<file path="config.mk">
export PLATFORM = sky130hd
export DESIGN_NAME = phi_function_series
export DESIGN_NICKNAME = d
export VERILOG_FILES = /design/src/rtl/core/pfs_pkg.sv /design/src/rtl/core/phi_function_series.sv /design/src/rtl/core/pfs_mul.sv /design/src/rtl/core/pfs_div.sv
export SDC_FILE = /design/constraint.sdc
export NUM_CORES = 2
export LEC_CHECK = 0
export BUFFER_PORTS_ARGS = -buffer_cell sky130_fd_sc_hd__buf_2
export CAP_MARGIN = 20
export CORE_ASPECT_RATIO = 0.9
export CORE_MARGIN = 2
export CORE_UTILIZATION = 30
export CTS_CLUSTER_DIAMETER = 150
export CTS_CLUSTER_SIZE = 12
export DETAILED_ROUTE_END_ITERATION = 16
export GPL_TIMING_DRIVEN = 0
export PLACE_DENSITY = 0.52
export REMOVE_ABC_BUFFERS = 1
export SLEW_MARGIN = 0
export SYNTH_ARGS = -nofsm -noshare
export SYNTH_HDL_FRONTEND = slang
export SYNTH_SLANG_ARGS = --single-unit
</file>
<file path="constraint.sdc">
create_clock -name i_clk -period 16.06 [get_ports i_clk]
set_input_delay 0 -clock i_clk [delete_from_list [all_inputs] [get_ports i_clk]]
set_output_delay 0 -clock i_clk [all_outputs]
set_load 0.005 [all_outputs]
</file>
<file path="src/rtl/core/pfs_pkg.sv">
// shared constants and types for the phi function series evaluator
package pfs_pkg;

    localparam int MAX_ORDER    = 15;
    localparam int SERIES_TERMS = 8;

    // field widths
    localparam int ORD_W = 4;
    localparam int Z_W   = 32;
    localparam int OUT_W = 32;

    // divisor range: 1 .. MAX_ORDER + SERIES_TERMS
    localparam int K_W = $clog2(MAX_ORDER + SERIES_TERMS + 1);

    // fixed point formats
    localparam int Z_FRAC   = 30;
    localparam int ACC_FRAC = 29;
    localparam int OUT_FRAC = 27;

    // accumulator magnitude is clipped to 2^MAG_W - 1
    localparam int MAG_W  = 32;
    localparam int ACC_W  = MAG_W + 2;
    localparam int PROD_W = Z_W + MAG_W;

    // digit-serial divider: DIG_W quotient bits per cycle
    localparam int DIG_W      = 8;
    localparam int HI_W       = PROD_W - Z_FRAC;
    localparam int DIV_SRC_W  = (HI_W > MAG_W) ? HI_W : MAG_W;
    localparam int DIV_DIGITS = (DIV_SRC_W + DIG_W - 1) / DIG_W;
    localparam int DIV_W      = DIV_DIGITS * DIG_W;
    localparam int DCNT_W     = $clog2(DIV_DIGITS + 1);

    // width of the Horner update sum before clipping
    localparam int UPD_W = DIV_W + 2;

    localparam logic signed [ACC_W-1:0] ACC_ONE   = ACC_W'(64'sd1 <<< ACC_FRAC);
    localparam logic signed [ACC_W-1:0] ACC_LIMIT = ACC_W'((64'sd1 <<< MAG_W) - 64'sd1);
    localparam logic signed [ACC_W-1:0] OUT_MAX   =
        ACC_W'((64'sd1 <<< (OUT_W - 1)) - 64'sd1);
    localparam logic signed [ACC_W-1:0] OUT_MIN   = ACC_W'(-(64'sd1 <<< (OUT_W - 1)));

    typedef enum logic [2:0] {
        S_IDLE,
        S_MUL,
        S_MULW,
        S_HDIV,
        S_FDIV,
        S_FWAIT,
        S_FIN
    } t_state;

endpackage

</file>
<file path="src/rtl/core/phi_function_series.sv">
// top level: phi_n(z) by a truncated Horner series on a shared multiplier and divider
//
// Computes phi_n(z) for order n (saturated to 15) and z in signed Q1.30, giving
// a signed Q4.27 result and a saturation flag. One transaction is in flight at
// a time: o_in_stall stays high from acceptance until the result is loaded into
// the output register. The work is paced by a small sequencer around one
// 32x32 multiplier and one divider that retires eight quotient bits per cycle
// (five quotient digits per division). Each of the eight series terms is a
// multiply, a product hand-off and a division. After setup and the series,
// the sum is divided by n! one factor at a time, n-1 divisions for n >= 2 and
// none for n of 0 or 1, before the output step. The next transaction can be
// accepted once the result is loaded. The output register lets a new
// transaction be accepted while the previous result still waits; a finished
// result waits in the sequencer until the output is free.
module phi_function_series (
    input  logic                              i_clk,
    input  logic                              i_rst_n,
    // input channel
    input  logic                              i_in_valid,
    output logic                              o_in_stall,
    input  logic [pfs_pkg::ORD_W-1:0]         i_order,
    input  logic signed [pfs_pkg::Z_W-1:0]    i_z,
    // output channel
    output logic                              o_out_valid,
    input  logic                              i_out_stall,
    output logic signed [pfs_pkg::OUT_W-1:0]  o_phi_value,
    output logic                              o_saturated
);

    // sequencer state
    pfs_pkg::t_state r_state;
    pfs_pkg::t_state n_state;

    // working registers
    logic signed [pfs_pkg::Z_W-1:0]    r_z;
    logic signed [pfs_pkg::Z_W-1:0]    n_z;
    logic [pfs_pkg::K_W-1:0]           r_ord;
    logic [pfs_pkg::K_W-1:0]           n_ord;
    logic [pfs_pkg::K_W-1:0]           r_k;
    logic [pfs_pkg::K_W-1:0]           n_k;
    logic signed [pfs_pkg::ACC_W-1:0]  r_acc;
    logic signed [pfs_pkg::ACC_W-1:0]  n_acc;
    logic                              r_neg;
    logic                              n_neg;
    logic                              r_sat;
    logic                              n_sat;
    logic                              r_lo_ge;
    logic                              n_lo_ge;

    // output register
    logic                              r_out_valid;
    logic                              n_out_valid;
    logic signed [pfs_pkg::OUT_W-1:0]  r_phi;
    logic signed [pfs_pkg::OUT_W-1:0]  n_phi;
    logic                              r_sat_out;
    logic                              n_sat_out;

    // shared units
    logic                              mul_start;
    logic                              mul_done;
    logic [pfs_pkg::Z_W-1:0]           z_mag;
    logic [pfs_pkg::MAG_W-1:0]         acc_mag;
    logic [pfs_pkg::ACC_W-1:0]         acc_abs;
    logic [pfs_pkg::PROD_W-1:0]        prod;

    logic                              div_start;
    logic                              div_done;
    logic [pfs_pkg::DIV_W-1:0]         div_dividend;
    logic [pfs_pkg::DIV_W-1:0]         div_quot;
    logic [pfs_pkg::K_W-1:0]           div_rem;

    logic                              in_accept;
    logic                              out_free;
    logic                              last_term;

    assign in_accept = i_in_valid && !o_in_stall;
    assign out_free  = !r_out_valid || !i_out_stall;
    assign last_term = (r_k == pfs_pkg::K_W'(r_ord + 1'b1));

    // magnitudes feeding the unsigned multiplier; |-2^31| still fits in Z_W bits
    assign z_mag   = r_z[pfs_pkg::Z_W-1] ? pfs_pkg::Z_W'(-r_z) : pfs_pkg::Z_W'(r_z);
    assign acc_abs = r_acc[pfs_pkg::ACC_W-1] ? pfs_pkg::ACC_W'(-r_acc)
                                             : pfs_pkg::ACC_W'(r_acc);
    assign acc_mag = acc_abs[pfs_pkg::MAG_W-1:0];

    pfs_mul u_mul (
        .i_clk   (i_clk),
        .i_rst_n (i_rst_n),
        .i_start (mul_start),
        .i_a     (z_mag),
        .i_b     (acc_mag),
        .o_done  (mul_done),
        .o_prod  (prod)
    );

    pfs_div u_div (
        .i_clk      (i_clk),
        .i_rst_n    (i_rst_n),
        .i_start    (div_start),
        .i_dividend (div_dividend),
        .i_divisor  (r_k),
        .o_done     (div_done),
        .o_quot     (div_quot),
        .o_rem      (div_rem)
    );

    // next state
    always_comb begin
        n_state = r_state;
        case (r_state)
            pfs_pkg::S_IDLE: begin
                if (i_in_valid) begin
                    n_state = pfs_pkg::S_MUL;
                end
            end
            pfs_pkg::S_MUL: begin
                n_state = pfs_pkg::S_MULW;
            end
            pfs_pkg::S_MULW: begin
                if (mul_done) begin
                    n_state = pfs_pkg::S_HDIV;
                end
            end
            pfs_pkg::S_HDIV: begin
                if (div_done) begin
                    n_state = last_term ? pfs_pkg::S_FDIV : pfs_pkg::S_MUL;
                end
            end
            pfs_pkg::S_FDIV: begin
                if (r_k < pfs_pkg::K_W'(2)) begin
                    n_state = pfs_pkg::S_FIN;
                end else begin
                    n_state = pfs_pkg::S_FWAIT;
                end
            end
            pfs_pkg::S_FWAIT: begin
                if (div_done) begin
                    n_state = pfs_pkg::S_FDIV;
                end
            end
            pfs_pkg::S_FIN: begin
                if (out_free) begin
                    n_state = pfs_pkg::S_IDLE;
                end
            end
            default: begin
                n_state = pfs_pkg::S_IDLE;
            end
        endcase
    end

    // datapath and unit control
    always_comb begin
        logic                              nz;
        logic [pfs_pkg::UPD_W-1:0]         q_mag;
        logic signed [pfs_pkg::UPD_W-1:0]  upd;
        logic signed [pfs_pkg::ACC_W-1:0]  shifted;

        n_z          = r_z;
        n_ord        = r_ord;
        n_k          = r_k;
        n_acc        = r_acc;
        n_neg        = r_neg;
        n_sat        = r_sat;
        n_lo_ge      = r_lo_ge;
        n_phi        = r_phi;
        n_sat_out    = r_sat_out;
        // a waiting result leaves when the receiver takes it
        n_out_valid  = r_out_valid && i_out_stall;
        mul_start    = 1'b0;
        div_start    = 1'b0;
        div_dividend = pfs_pkg::DIV_W'(prod[pfs_pkg::PROD_W-1:pfs_pkg::Z_FRAC]);
        nz           = 1'b0;
        q_mag        = '0;
        upd          = '0;
        shifted      = r_acc >>> (pfs_pkg::ACC_FRAC - pfs_pkg::OUT_FRAC);

        case (r_state)
            pfs_pkg::S_IDLE: begin
                if (in_accept) begin
                    // orders above the table limit saturate
                    if (int'(i_order) > pfs_pkg::MAX_ORDER) begin
                        n_ord = pfs_pkg::K_W'(pfs_pkg::MAX_ORDER);
                        n_k   = pfs_pkg::K_W'(pfs_pkg::MAX_ORDER + pfs_pkg::SERIES_TERMS);
                    end else begin
                        n_ord = pfs_pkg::K_W'(i_order);
                        n_k   = pfs_pkg::K_W'(int'(i_order) + pfs_pkg::SERIES_TERMS);
                    end
                    n_z   = i_z;
                    n_acc = pfs_pkg::ACC_ONE;
                    n_sat = 1'b0;
                end
            end
            pfs_pkg::S_MUL: begin
                mul_start = 1'b1;
                n_neg     = r_z[pfs_pkg::Z_W-1] ^ r_acc[pfs_pkg::ACC_W-1];
            end
            pfs_pkg::S_MULW: begin
                // |z*r| / 2^30 goes to the divider; the low bits only tell
                // whether the truncated quotient has a nonzero fraction part
                if (mul_done) begin
                    div_start = 1'b1;
                    n_lo_ge   = (prod[pfs_pkg::Z_FRAC-1:0] >= pfs_pkg::Z_FRAC'(r_k));
                end
            end
            pfs_pkg::S_HDIV: begin
                if (div_done) begin
                    // floor of a negative truncated quotient rounds one further
                    nz    = (div_rem != '0) || r_lo_ge;
                    q_mag = pfs_pkg::UPD_W'(div_quot) + pfs_pkg::UPD_W'(r_neg && nz);
                    upd   = r_neg ? -signed'(q_mag) : signed'(q_mag);
                    upd   = upd + pfs_pkg::UPD_W'(pfs_pkg::ACC_ONE);
                    if (upd > pfs_pkg::UPD_W'(pfs_pkg::ACC_LIMIT)) begin
                        n_acc = pfs_pkg::ACC_LIMIT;
                        n_sat = 1'b1;
                    end else if (upd < -pfs_pkg::UPD_W'(pfs_pkg::ACC_LIMIT)) begin
                        n_acc = -pfs_pkg::ACC_LIMIT;
                        n_sat = 1'b1;
                    end else begin
                        n_acc = pfs_pkg::ACC_W'(upd);
                    end
                    n_k = last_term ? r_ord : pfs_pkg::K_W'(r_k - 1'b1);
                end
            end
            pfs_pkg::S_FDIV: begin
                // divide by n! one factor at a time, truncating toward zero
                if (r_k >= pfs_pkg::K_W'(2)) begin
                    div_start    = 1'b1;
                    div_dividend = pfs_pkg::DIV_W'(acc_mag);
                    n_neg        = r_acc[pfs_pkg::ACC_W-1];
                end
            end
            pfs_pkg::S_FWAIT: begin
                if (div_done) begin
                    n_acc = r_neg ? -signed'(pfs_pkg::ACC_W'(div_quot))
                                  : signed'(pfs_pkg::ACC_W'(div_quot));
                    n_k   = pfs_pkg::K_W'(r_k - 1'b1);
                end
            end
            pfs_pkg::S_FIN: begin
                if (out_free) begin
                    n_out_valid = 1'b1;
                    n_sat_out   = r_sat;
                    if (shifted > pfs_pkg::OUT_MAX) begin
                        n_phi     = pfs_pkg::OUT_W'(pfs_pkg::OUT_MAX);
                        n_sat_out = 1'b1;
                    end else if (shifted < pfs_pkg::OUT_MIN) begin
                        n_phi     = pfs_pkg::OUT_W'(pfs_pkg::OUT_MIN);
                        n_sat_out = 1'b1;
                    end else begin
                        n_phi = pfs_pkg::OUT_W'(shifted);
                    end
                end
            end
            default: begin
            end
        endcase
    end

    // control registers
    always_ff @(posedge i_clk) begin
        if (!i_rst_n) begin
            r_state     <= pfs_pkg::S_IDLE;
            r_out_valid <= 1'b0;
        end else begin
            r_state     <= n_state;
            r_out_valid <= n_out_valid;
        end
    end

    // payload registers
    always_ff @(posedge i_clk) begin
        r_z       <= n_z;
        r_ord     <= n_ord;
        r_k       <= n_k;
        r_acc     <= n_acc;
        r_neg     <= n_neg;
        r_sat     <= n_sat;
        r_lo_ge   <= n_lo_ge;
        r_phi     <= n_phi;
        r_sat_out <= n_sat_out;
    end

    assign o_in_stall  = (r_state != pfs_pkg::S_IDLE);
    assign o_out_valid = r_out_valid;
    assign o_phi_value = r_phi;
    assign o_saturated = r_sat_out;

endmodule

</file>
<file path="src/rtl/core/pfs_mul.sv">
// registered unsigned multiplier for the magnitude of z times the accumulator
module pfs_mul (
    input  logic                          i_clk,
    input  logic                          i_rst_n,
    input  logic                          i_start,
    input  logic [pfs_pkg::Z_W-1:0]       i_a,
    input  logic [pfs_pkg::MAG_W-1:0]     i_b,
    output logic                          o_done,
    output logic [pfs_pkg::PROD_W-1:0]    o_prod
);

    logic                        r_done;
    logic [pfs_pkg::PROD_W-1:0]  r_prod;

    always_ff @(posedge i_clk) begin
        if (!i_rst_n) begin
            r_done <= 1'b0;
        end else begin
            r_done <= i_start;
        end
    end

    always_ff @(posedge i_clk) begin
        if (i_start) begin
            r_prod <= pfs_pkg::PROD_W'(i_a) * pfs_pkg::PROD_W'(i_b);
        end
    end

    assign o_done = r_done;
    assign o_prod = r_prod;

endmodule

</file>
<file path="src/rtl/core/pfs_div.sv">
// digit-serial restoring divider by a small unsigned integer
module pfs_div (
    input  logic                          i_clk,
    input  logic                          i_rst_n,
    input  logic                          i_start,
    input  logic [pfs_pkg::DIV_W-1:0]     i_dividend,
    input  logic [pfs_pkg::K_W-1:0]       i_divisor,
    output logic                          o_done,
    output logic [pfs_pkg::DIV_W-1:0]     o_quot,
    output logic [pfs_pkg::K_W-1:0]       o_rem
);

    logic [pfs_pkg::DIV_W-1:0]   r_work;
    logic [pfs_pkg::DIV_W-1:0]   n_work;
    logic [pfs_pkg::K_W-1:0]     r_rem;
    logic [pfs_pkg::K_W-1:0]     n_rem;
    logic [pfs_pkg::K_W-1:0]     r_dvsr;
    logic [pfs_pkg::DCNT_W-1:0]  r_cnt;
    logic                        r_done;

    // one digit of DIG_W quotient bits per cycle, msb first
    always_comb begin
        logic [pfs_pkg::K_W:0] trial;
        n_rem  = r_rem;
        n_work = r_work;
        trial  = '0;
        for (int j = 0; j < pfs_pkg::DIG_W; j++) begin
            trial  = {n_rem, n_work[pfs_pkg::DIV_W-1]};
            n_work = {n_work[pfs_pkg::DIV_W-2:0], 1'b0};
            if (trial >= {1'b0, r_dvsr}) begin
                n_rem     = pfs_pkg::K_W'(trial - {1'b0, r_dvsr});
                n_work[0] = 1'b1;
            end else begin
                n_rem = trial[pfs_pkg::K_W-1:0];
            end
        end
    end

    always_ff @(posedge i_clk) begin
        if (!i_rst_n) begin
            r_cnt  <= '0;
            r_done <= 1'b0;
        end else begin
            r_done <= 1'b0;
            if (i_start) begin
                r_cnt <= pfs_pkg::DCNT_W'(pfs_pkg::DIV_DIGITS);
            end else if (r_cnt != '0) begin
                r_cnt  <= r_cnt - 1'b1;
                r_done <= (r_cnt == pfs_pkg::DCNT_W'(1));
            end
        end
    end

    always_ff @(posedge i_clk) begin
        if (i_start) begin
            r_work <= i_dividend;
            r_rem  <= '0;
            r_dvsr <= i_divisor;
        end else if (r_cnt != '0) begin
            r_work <= n_work;
            r_rem  <= n_rem;
        end
    end

    assign o_done = r_done;
    assign o_quot = r_work;
    assign o_rem  = r_rem;

endmodule
</file>
# --- After elaboration in Yosys (flattened, before gate mapping) ---
# Index checks and enable logic that the tools add are counted.
classes:
  n_lt_le_gt_ge: 15
  eq_ne: 16
  mul: 1
  muxes: 59
  addsub: 18
  n_reduce_logical: 26
  bitwise_logic: 3
op_table:
  columns: ["cell", "n"]
  rows:
  - ["$mux 34", 8]
  - ["$pmux 34 s3", 1]
  - ["$mux 32", 3]
  - ["$mux 40", 2]
  - ["$mul 32x32->64", 1]
  - ["$neg 32->32", 2]
  - ["$mux 5", 12]
  - ["$ge 6x5->1", 8]
  - ["$add 42x31->42 const B", 1]
  - ["$gt 42x33->1 const B", 1]
  - ["$lt 42x33->1 const B", 1]
  - ["$mux 42", 1]
  - ["$neg 41->42", 1]
  - ["$add 40x1->41", 1]
  - ["$sub 5x5->5", 8]
  - ["$neg 34->34", 1]
  - ["$gt 32x32->1 const B", 1]
  - ["$lt 32x32->1 const B", 1]
  - ["$ge 30x5->1", 1]
  - ["$mux 3", 8]
  - ["$pmux 3 s7", 1]
  - ["$mux 1", 18]
  - ["$pmux 5 s3", 1]
  - ["$eq 3x3->1 const B", 3]
  - ["other kinds (28)", 52]
word_totals:
  regBits: 234

# --- Depth between registers and ports, before layout ---
depth:
  word_depth: 18
  mapped_depth: 73
  mapped_depth_nobuf: 71

# --- Hierarchy ---
# A second synthesis with hierarchy kept.
unflattened:
  hier_cells: 5399
  hier_area_um2: 50292.0
by_module_without_submodules:
  columns: ["module", "cells_per_inst", "n_inst", "area_each_um2"]
  rows:
  - ["pfs_mul", 3813, 1, 35388.9]
  - ["phi_function_series", 1165, 1, 10396.2]
  - ["pfs_div", 421, 1, 4506.8]

# --- Least setup slack after synthesis ---
# Ideal clock, no wire load.
synth_path:
  kind: "reg2reg"
  startpoint: "register u_div.r_dvsr[1] in the netlist's numbering"
  endpoint: "register u_div.r_work, in the netlist u_div.o_quot[0], data pin"
  synth_period_minus_slack_ns: 13.957
  t_arrival_ns: 13.691
  path_stages_with_launch: 65
  setup_slack_ns: 2.103
  required_ns: 15.794
  cell_sequence: "edfxtp_1 inv_1 fa_1 a21o_1 a21o_1 a21oi_1 mux2_2 ha_1 nor2b_1 o21a_1 o31a_1 or3_1 clkbuf_1 mux2_2 fa_1 nor2b_1 o21ai_0 nand2b_1 [29 not listed] o21ai_0 nand2b_1 a41o_1 a21oi_1 and2_1 nand3_1 o21a_1 mux2i_1 fa_1 a21o_1 a21oi_1 nand2_1 a21o_1 inv_1 o211ai_1 o21a_1 o21ai_0 o21ai_0"
synth_between:
  elab_chain_len: 18
  word_cells_on_any_way: 25
synth_lines:
  columns: ["element", "line_no", "text"]
  rows:
  - ["start, declared", "pfs_div.sv:17", "logic [pfs_pkg::K_W-1:0] r_dvsr;"]
  - ["start signal, assigned", "pfs_div.sv:58", "r_dvsr <= i_divisor;"]
  - ["$sub 5x5->5 or $ge 6x5->1 (tied branches)", "pfs_div.sv:31, pfs_div.sv:30", null]
  - ["$mux 5", "pfs_div.sv:30", "if (trial >= {1'b0, r_dvsr}) begin"]
  - ["$sub 5x5->5 or $ge 6x5->1 (tied branches)", "pfs_div.sv:31, pfs_div.sv:30", null]
  - ["$mux 5", "pfs_div.sv:30", null]
  - ["$sub 5x5->5 or $ge 6x5->1 (tied branches)", "pfs_div.sv:31, pfs_div.sv:30", null]
  - ["$mux 5", "pfs_div.sv:30", null]
  - ["$sub 5x5->5 or $ge 6x5->1 (tied branches)", "pfs_div.sv:31, pfs_div.sv:30", null]
  - ["$mux 5", "pfs_div.sv:30", null]
  - ["[2 not listed]", null, null]
  - ["$sub 5x5->5 or $ge 6x5->1 (tied branches)", "pfs_div.sv:31, pfs_div.sv:30", null]
  - ["$mux 5", "pfs_div.sv:30", null]
  - ["$sub 5x5->5 or $ge 6x5->1 (tied branches)", "pfs_div.sv:31, pfs_div.sv:30", null]
  - ["$mux 5", "pfs_div.sv:30", null]
  - ["$ge 6x5->1 *", "pfs_div.sv:30", null]
  - ["$mux 1 *", "pfs_div.sv:30", null]
  - ["$mux 40 *", "pfs_div.sv:59", "end else if (r_cnt != '0) begin"]
  - ["$mux 40 *", "pfs_div.sv:55", "if (i_start) begin"]
  - ["end signal, assigned", "pfs_div.sv:56", "r_work <= i_dividend;"]
  - ["end signal, assigned", "pfs_div.sv:60", "r_work <= n_work;"]
  - ["end, declared", "pfs_div.sv:13", "logic [pfs_pkg::DIV_W-1:0] r_work;"]
# Every way passes the cells marked *; elsewhere a longest branch is shown, timed or not. The select of a mux whose other input is x is not followed.
# A chain may end at the register's enable or synchronous reset.

# --- Final worst setup path ---
layout_path:
  startpoint: "register u_div.r_work, in the netlist u_div.o_quot[39]"
  endpoint: "register u_div.r_work, in the netlist u_div.o_quot[0], data pin"
layout_between:
  elab_chain_len: 18
  word_cells_on_any_way: 25
layout_lines:
  columns: ["element", "line_no"]
  rows:
  - ["$sub 5x5->5 or $ge 6x5->1 (tied branches)", "pfs_div.sv:31, pfs_div.sv:30"]
  - ["$mux 5 *", "pfs_div.sv:30"]
  - ["$sub 5x5->5 or $ge 6x5->1 (tied branches)", "pfs_div.sv:31, pfs_div.sv:30"]
  - ["$mux 5 *", "pfs_div.sv:30"]
  - ["$sub 5x5->5 or $ge 6x5->1 (tied branches)", "pfs_div.sv:31, pfs_div.sv:30"]
  - ["$mux 5 *", "pfs_div.sv:30"]
  - ["$sub 5x5->5 or $ge 6x5->1 (tied branches)", "pfs_div.sv:31, pfs_div.sv:30"]
  - ["$mux 5 *", "pfs_div.sv:30"]
  - ["[2 not listed]", null]
  - ["$ge 6x5->1 or $sub 5x5->5 (tied branches)", "pfs_div.sv:30, pfs_div.sv:31"]
  - ["$mux 5 *", "pfs_div.sv:30"]
  - ["$sub 5x5->5 or $ge 6x5->1 (tied branches)", "pfs_div.sv:31, pfs_div.sv:30"]
  - ["$mux 5 *", "pfs_div.sv:30"]
  - ["$ge 6x5->1 *", "pfs_div.sv:30"]
  - ["$mux 1 *", "pfs_div.sv:30"]
  - ["$mux 40 *", "pfs_div.sv:59"]
  - ["$mux 40 *", "pfs_div.sv:55"]
# Marks and branches as above.

==> flow_summary.json <==
{
  "multi_input_area_um2": 37410,
  "num-fill-cells": 16470,
  "routedWlPerCell_um": 21.06,
  "startpoint_type": "flip-flop",
  "synthXorXnorAreaFrac": 0.05197,
  "synth_top_family_by_area": "adder cells",
  "synth-seq-cells": 234,
  "cts_root_buffer": "clkbuf_16",
  "drtPass1Iterations": 5,
  "layout_min_cycle_time_ps": 15200,
  "synth-edff-count": 220,
  "synth.most_common_cell": "inv_1",
  "die_h_um": 386.0,
  "finalSetupViolations": 0,
  "yosys-mux-area-fraction": 0.007179,
  "dominantRegCellSynth": "edfxtp_1",
  "die_w_um": 428.4,
  "worstPathMaxFanout": 10,
  "syn_to_final_growth_pct": 12.51,
  "slew_headroom": 0.1957,
  "fmax_mhz": 65.81,
  "cp_slowest_stage_delay_ps": 480,
  "via_per_inst": 5.014,
  "path_class": "reg2reg",
  "clock_path_buffers": 3,
  "port_buffers": 74,
  "finish.utilization": 0.3391,
  "wirelength_mm": 158.8,
  "place_congestion": 0.9101,
  "status": "finished clean",
  "grt.total_usage": 0.1942,
  "yosysSeqAreaShare": 0.1416,
  "synth_cell_type_count": 90,
  "io-pin-count": 75,
  "crit_path_end_kind": "flip-flop",
  "yosys-top-cells-area": "fa_1 (37%), edfxtp_1 (14%), ha_1 (8.3%), inv_1 (8.1%), nand2_1 (7.3%)",
  "globalRouteOverflowTotal": 0,
  "cts_max_level": 1,
  "clk_latency_ps": 610,
  "drtAntennaViolNets": 0,
  "cts_sinks": 234,
  "register_area_um2": 6887,
  "crit_slowest_cell": "edfxtp_1",
  "synthAdderAreaFrac": 0.4547,
  "grt_max_degree": 35,
  "fp.dieArea_um2": 165300,
  "row_count": 140,
  "cp_top_family": "compound AO/OA/AOI/OAI gates",
  "drcViolationCount": 0,
  "drt_iter0_drc": 3086,
  "grt_util_met1": 0.2652,
  "yosysTopAreaCellShare": 0.3722,
  "dp.final_hpwl_mm": 132.8,
  "cts_buffers": 24,
  "gr-usage-met2": 0.3173,
  "start_util": 0.3014,
  "crit_path_frequent_cell": "o21ai_0",
  "antenna_found_initial": 1,
  "cts_tree": "yes",
  "grt_pass1_vias": 39710,
  "synthSimpleGateAreaFrac": 0.1578,
  "syn_area_per_cell_um2": 8.999,
  "use_met3": 0.02618,
  "grt_busiest_layer": "met2",
  "yosysTopAreaCell": "fa_1",
  "tightest_slew_ps": 1207,
  "synth_common_cells": "inv_1 (1,046), nand2_1 (940), fa_1 (904), ha_1 (321), clkbuf_1 (272)",
  "yosysWarnings": 0,
  "drv_cap": 0,
  "synth_area_um2": 48630,
  "period_share": 0.9462,
  "hold_class": "in2reg",
  "path_clk_slew_ps": 80,
  "synth_compound_area_frac": 0.08112,
  "grt_pass1_wl_mm": 247.5,
  "hold_viol_final": 0,
  "coreArea_um2": 161300,
  "synth-async-reset-ratio": 0,
  "cp.required_ps": 16390,
  "vias": 37800,
  "skew_ps": 28.14,
  "fin_nets": 6656,
  "drive_gt1_frac": 0.07266,
  "syn_inst": 5404,
  "slew_violations": 0,
  "worstPathArrival_ps": 15520,
  "path_buf_inv": 3
}
[cells by family (layout without fill, tap and decap cells)]
family          Yosys count  after routing
mux                      33             33
simple gates           1693           1693
buf+inv                1352           1357
fa+ha+maj              1225           1225
xor+xnor                287            287
flops                   234            234
other cells               0              1
compound gates          580            580
[metal layers]
layer	up-vias	wire, µm	share of wire
li1	16890	-	-
met1	19480	69390	0.44
met2	1229	73260	0.46
met3	210	10340	0.065
met4	0	5833	0.037
met5	-	0	0
[registers in the layout (all words and copies together), names as in the netlist]
register and cells:
u_mul.o_prod 64, u_div.o_quot 40, r_acc 34, o_phi_value 32, r_z 32, r_k 5
u_div.o_rem 5, u_div.r_dvsr 5, r_ord 4, r_state 3, u_div.r_cnt 3, o_out_valid 1
o_saturated 1, r_lo_ge 1, r_neg 1, r_sat 1, u_div.o_done 1, u_mul.o_done 1
[stage by stage]
step,setup TNS (ps),instance area [µm²],std cells,setup WS [ps],hold slack (ps)
6_report,0,54710,7540,864.7,113.9
5_1_grt,-31.90,54710,7539,-24.34,101.3
4_1_cts,0,54630,7533,153.0,71.03
3_5_place_dp,-4699,53490,7448,-906.0,178.6
3_3_place_gp,-4909,50460,7304,-984.6,179.1
2_1_floorplan,0,47430,5100,2173,98.87
[repair_timing]
action | in CTS | in global routing
pin swaps | 0 | 0
hold buffers | 40 | 0
setup endpoints to repair | 6 | 6
setup buffers | 1 | 6
gates cloned | 0 | 0
endpoints found under the hold margin | 71 | 0
gates resized for setup | 3 | 14
[area by class of cell]
cell class                 count  share of cell area
clock inverter                 3           0.0008690
inverter                    1048             0.07190
sequential                   234              0.1259
clock buffer                  41             0.01233
timing repair buffer         265             0.05646
multi-input combinational   3818              0.6838
tap                         2130             0.04871
antenna                        1          0.00004574
[worst paths after layout]
| check | slack (ps) | cells past startpoint | start | endpoint |
|---|---|---|---|---|
| worst max-delay path | 860 | 64 | u_div.o_quot[39]$_SDFFCE_PP0P_ | u_div.o_quot[0]$_DFFE_PP_ |
| worst min-delay path | 110 | 2 | i_z[22] | r_z[22]$_DFFE_PP_ |
| worst max register to register | 860 | 64 | u_div.o_quot[39]$_SDFFCE_PP0P_ | u_div.o_quot[0]$_DFFE_PP_ |
| worst min register to register | 430 | 0 | r_sat$_DFFE_PP_ | o_saturated$_SDFFCE_PP1P_ |
[cell usage in the layout, fill, tap and decap left out, types with 25 or more instances in the layout]
cell type,synthesis,routed
nor3_1,43,42
fa_1,904,904
or4_1,30,30
buf_2,18,75
nor4_1,41,40
nand2b_1,35,35
nand2_1,940,939
o22ai_1,27,27
and2_1,76,75
and3_1,33,33
or3_1,33,33
nor2b_1,45,44
xnor2_1,191,145
inv_1,1046,1044
buf_6,4,25
o21ai_0,124,118
xor2_1,95,75
a21o_1,60,60
nand3_1,53,52
xnor2_2,0,46
o31ai_1,32,32
buf_8,0,72
ha_1,321,321
a21oi_1,108,105
edfxtp_1,220,220
dlygate4sd3_1,0,40
nor2_1,257,253
nand4_1,46,46
Power is not shown: default switching activity piles up to over one toggle a cycle in this logic, so the estimate is an artifact.
